[src/rtl/bc_pkg.sv]
// ----------------------------------------------------------------------------
// bc_pkg
// Shared widths, result select codes and the command and status bundles
// passed between the binomial coefficient controller and datapath.
// ----------------------------------------------------------------------------
package bc_pkg;

   localparam int OPND_BITS       = 32;
   localparam int RESULT_BITS_DEF = 64;
   localparam int ACC_PAD_BITS    = 64;

   typedef enum logic [1:0] {
      RES_ZERO,
      RES_ACC,
      RES_SAT
   } res_sel_type;

   typedef struct packed {
      logic        load;
      logic        setup;
      logic        start_iter;
      logic        mul_lo;
      logic        mul_hi;
      logic        div_load;
      logic        div_step;
      logic        acc_update;
      logic        set_result;
      res_sel_type result_sel;
      logic        publish;
   } bc_cmd_type;

   typedef struct packed {
      logic k_gt_n;
      logic loop_done;
      logic div_last;
      logic quot_ovf;
   } bc_status_type;

endpackage

[src/rtl/bc_ctrl.sv]
// ----------------------------------------------------------------------------
// bc_ctrl
// Sequencer for the binomial coefficient unit: setup, per-step multiply and
// divide, saturation check and result handoff.
// ----------------------------------------------------------------------------
module bc_ctrl (
   input  logic                  clock,
   input  logic                  reset,
   input  logic                  req_valid,
   output logic                  req_stall,
   output logic                  rsp_valid,
   input  logic                  rsp_stall,
   input  bc_pkg::bc_status_type status,
   output bc_pkg::bc_cmd_type    cmd
);
   import bc_pkg::*;

   typedef enum logic [3:0] {
      S_IDLE,
      S_SETUP,
      S_TEST,
      S_MUL_LO,
      S_MUL_HI,
      S_DIV_LOAD,
      S_DIV,
      S_CHECK,
      S_FINISH
   } state_type;

   state_type state_ff, state_in;
   logic      rsp_valid_ff, rsp_valid_in;
   logic      out_free;

   assign out_free  = !rsp_valid_ff || !rsp_stall;
   assign req_stall = state_ff != S_IDLE;
   assign rsp_valid = rsp_valid_ff;

   always_comb begin
      cmd      = '0;
      state_in = state_ff;
      case (state_ff)
         S_IDLE: begin
            if (req_valid) begin
               cmd.load = 1'b1;
               state_in = S_SETUP;
            end
         end
         S_SETUP: begin
            if (status.k_gt_n) begin
               cmd.set_result = 1'b1;
               cmd.result_sel = RES_ZERO;
               state_in       = S_FINISH;
            end else begin
               cmd.setup = 1'b1;
               state_in  = S_TEST;
            end
         end
         S_TEST: begin
            if (status.loop_done) begin
               cmd.set_result = 1'b1;
               cmd.result_sel = RES_ACC;
               state_in       = S_FINISH;
            end else begin
               cmd.start_iter = 1'b1;
               state_in       = S_MUL_LO;
            end
         end
         S_MUL_LO: begin
            cmd.mul_lo = 1'b1;
            state_in   = S_MUL_HI;
         end
         S_MUL_HI: begin
            cmd.mul_hi = 1'b1;
            state_in   = S_DIV_LOAD;
         end
         S_DIV_LOAD: begin
            cmd.div_load = 1'b1;
            state_in     = S_DIV;
         end
         S_DIV: begin
            cmd.div_step = 1'b1;
            if (status.div_last) begin
               state_in = S_CHECK;
            end
         end
         S_CHECK: begin
            if (status.quot_ovf) begin
               cmd.set_result = 1'b1;
               cmd.result_sel = RES_SAT;
               state_in       = S_FINISH;
            end else begin
               cmd.acc_update = 1'b1;
               state_in       = S_TEST;
            end
         end
         S_FINISH: begin
            if (out_free) begin
               cmd.publish = 1'b1;
               state_in    = S_IDLE;
            end
         end
         default: begin
            state_in = S_IDLE;
         end
      endcase
   end

   assign rsp_valid_in = cmd.publish || (rsp_valid_ff && rsp_stall);

   always_ff @(posedge clock) begin
      if (reset) begin
         state_ff     <= S_IDLE;
         rsp_valid_ff <= 1'b0;
      end else begin
         state_ff     <= state_in;
         rsp_valid_ff <= rsp_valid_in;
      end
   end

   a_no_overwrite: assert property (@(posedge clock) disable iff (reset)
      cmd.publish |-> !(rsp_valid_ff && rsp_stall))
      else $error("result beat overwritten while held");

   a_beat_drains: assert property (@(posedge clock) disable iff (reset)
      (rsp_valid_ff && !rsp_stall && !cmd.publish) |=> !rsp_valid_ff)
      else $error("result beat repeated after handoff");

   a_busy_after_accept: assert property (@(posedge clock) disable iff (reset)
      cmd.load |=> state_ff == S_SETUP && req_stall)
      else $error("request taken without entering setup");

endmodule

[config.mk]
export PLATFORM = sky130hd
export DESIGN_NAME = bc_ctrl
export DESIGN_NICKNAME = d
export VERILOG_FILES = /design/src/rtl/bc_pkg.sv /design/src/rtl/bc_ctrl.sv
export SDC_FILE = /design/constraint.sdc
export NUM_CORES = 1
export LEC_CHECK = 0
export BUFFER_PORTS_ARGS = -buffer_cell sky130_fd_sc_hd__buf_2
export CELL_PAD_IN_SITES_DETAIL_PLACEMENT = 0
export CELL_PAD_IN_SITES_GLOBAL_PLACEMENT = 2
export CORE_AREA = 2 2 46 48
export DETAILED_ROUTE_END_ITERATION = 8
export DIE_AREA = 0 0 48 50
export GPL_ROUTABILITY_DRIVEN = 0
export PLACE_DENSITY_LB_ADDON = 0.3
export SLEW_MARGIN = 40
export SYNTH_ARGS = -nofsm -noshare
export SYNTH_HDL_FRONTEND = slang
export SYNTH_SLANG_ARGS = --single-unit
[constraint.sdc]
create_clock -name clock -period 2.4 [get_ports clock]
set_input_delay 0.12 -clock clock [delete_from_list [all_inputs] [get_ports clock]]
set_output_delay 0.12 -clock clock [all_outputs]
set_load 0.02 [all_outputs]
==> impl_metrics.py <==
metrics = {
    "global_route": {
        "grt_pass1_wl_um": 1800,
        "grt_antenna_before_repair": 0,
        "grt_max_degree": 15,
        "grt_usage_pct": 10.7,
        "grt_pass1_vias": 403,
        "overflow": 0,
    },
    "layout": {
        "drive_above_1_share_pct": 37.3,
        "multi_input_area_um2": 256,
        "nFillCells": 221,
        "final_common_cell": "buf_2",
        "seqCellArea_um2": 100,
        "final_cell_mix": "21 x buf_2, 7 x nand2_1, 6 x nor3_1",
        "antenna_cells": 0,
        "synthToLayoutAreaGrowth_pct": 31.5,
        "nets": 84,
        "stdcell_count": 102,
    },
    "detailed_routing": {
        "routed_wl_um": 1130,
        "drt-pass1-iter-count": 4,
        "drc": 0,
        "vias": 484,
        "wl_per_cell_um": 11.1,
        "drt_iter0_markers": 7,
        "detail-route-antenna-nets": 0,
        "vias_per_cell": 4.75,
    },
    "clock_network": {
        "cts-root-buf": "clkbuf_4",
        "cts_setup_buffers": 0,
        "cts.repair.resized": 0,
        "cts_buffers": 3,
        "cts_tree": "built",
        "holdBufCountCts": 0,
        "clockBufferDepth": 2,
        "numClockSinks": 5,
        "clk_latency_ns": 0.24,
        "clk_pin_slew_worst_paths_ns": 0.04,
        "htreeDepth": 1,
    },
    "synth": {
        "postSynth.asyncResetShare_pct": 0,
        "synth_nets": 62,
        "yosysWarningCount": 0,
        "synth_top_area_cell": "dfxtp_1",
        "seq_area_frac_synth_pct": 24.7,
        "synth_edf_count": 0,
        "synth.avg_cell_area_um2": 7.51,
        "yosysUniqueCellTypes": 25,
        "ys_ff_latch": 5,
        "yosysTopAreaCellShare_pct": 24.7,
        "synth_top_flop_cell": "dfxtp_1",
        "synthTopCellsByArea": "dfxtp_1 25%, buf_6 8.3%, nor3_1 7.4%",
        "syn-cell-area_um2": 405,
        "synth_cells": 54,
    },
    "power_and_ir_drop": {
        "seqPwrFrac_pct": 37.8,
        "internal_power_mw": 0.187,
        "leakagePower_nw": 0.266,
        "ir_drop_uv": 247,
        "swShare_pct": 35.0,
        "p_clk_share_pct": 34.1,
        "powerDensity_mw_per_mm2": 540,
        "switchingPower_mw": 0.101,
        "power_frac_comb_pct": 28.0,
    },
    "sta": {
        "slew_headroom_pct": 67.0,
        "max_freq_mhz": 585,
        "worst_slack_ns": 0.690,
        "finClkSkew_ns": 0.00296,
        "drv_slew": 0,
        "tightestPinTransition_ns": 0.495,
        "hold_viol_final": 0,
        "fin_crit_sh_pct": 71.3,
        "setup_tns_ns": 0,
        "rsz0062_at_grt": "false",
        "period_minus_slack_ns": 1.71,
        "setup_violations": 0,
    },
    "critical_path": {
        "arrival_ns": 1.59,
        "cp_slowest_cell": "dfxtp_1",
        "cp-end-kind": "primary output",
        "path_max_fanout": 14,
        "worst_ep_required_time_ns": 2.28,
        "rrSetupSlack_ns": 1.06,
        "crit_chain": "nand2_1 -> or3_1 -> inv_1 -> buf_2",
        "worstSetupPathType": "register to primary output",
        "cp-start-kind": "register",
        "cpPeakStageDelay_ns": 0.62,
    },
    "run_status": {
        "status": "completed",
    },
    "min_path": {
        "hp-class": "input pin to register",
    },
    "die": {
        "die_y_um": 50,
        "die-area_mm2": 0.00240,
        "die_x_um": 48,
        "core_mm2": 0.00190,
        "row_count": 16,
        "initial_core_util_pct": 21.3,
        "ioPinCount": 22,
    },
    "placement": {
        "dp_slack_ns": 0.962,
        "io_buffers": 21,
        "hpwl_um": 823,
        "placed_cells": 98,
    },
    "flow_run": {
        "cap_violations": 0,
    },
}
-- synth_stat cells (2+ instances only) --
cell      n
buf_6     3
a21oi_1   3
nand2b_1  2
nor4_1    3
nand3b_1  2
nor2_1    4
inv_1     3
nor3_1    6
and3_1    2
nand2_1   7
dfxtp_1   5
-- critical path: cells and delay by family, from the launching register on --
kind | cells | cell delay, ns
buf+inv | 2 | 0.21
flops | 1 | 0.62
simple gates | 2 | 0.52
-- state kept, by name (all words and copies together) (netlist names) --
register / flops
state_ff: 4
rsp_valid: 1
-- layout make-up --
class                      count  area share [%]
tap                           27            6.34
clock buffer                   4            4.93
sequential                     5            18.8
multi-input combinational     42            48.1
timing repair buffer          21            19.7
inverter                       3            2.11
-- metrics by stage --
stage          cell area [µm²]  hold slack, ns  utilization, %  power, mW
2_1_floorplan              405           0.186               -      0.169
3_3_place_gp               507           0.374            26.6      0.192
3_5_place_dp               507           0.369            26.6      0.191
4_1_cts                    533           0.115            28.0      0.291
5_1_grt                    533           0.132            28.0      0.306
6_report                   533           0.113            28.0      0.288
-- per-layer routing --
| metal | track usage (%) | routed length [µm] | up-vias |
|---|---|---|---|
| met2 | 14.0 | 532 | 19 |
| li1 | - | - | 234 |
| met4 | 8.11 | 31 | 0 |
| met3 | 2.20 | 81 | 4 |
| met5 | 0 | 0 | - |
| met1 | 14.6 | 489 | 227 |
-- worst paths after layout --
path	start	end	cells after the start
hold reg to reg	rsp_valid	rsp_valid	2
setup / recovery	state_ff[0]	cmd[4]	4
hold / removal	reset	state_ff[3]	2
setup reg to reg	state_ff[0]	state_ff[1]	3
-- kinds of logic after synthesis --
logic type	after synthesis	synth area share [%]
AND/OR/NAND/NOR	33	46.3
AO/OA/AOI/OAI	7	12.3
buffers and inverters	7	12.0
flip-flops	5	24.7
XOR/XNOR	1	2.16
multiplexers	1	2.47
-- power groups by stage --
stage | logic, mW | clock network [mW] | registers [mW]
after floorplan | 0.0724 | 0 | 0.0966
after global placement | 0.0822 | 0 | 0.110
after detailed placement | 0.0816 | 0 | 0.110
after CTS | 0.0819 | 0.100 | 0.108
after global routing | 0.0897 | 0.105 | 0.111
final | 0.0807 | 0.0983 | 0.109
Note: power is estimated with default switching activity, not from simulation.
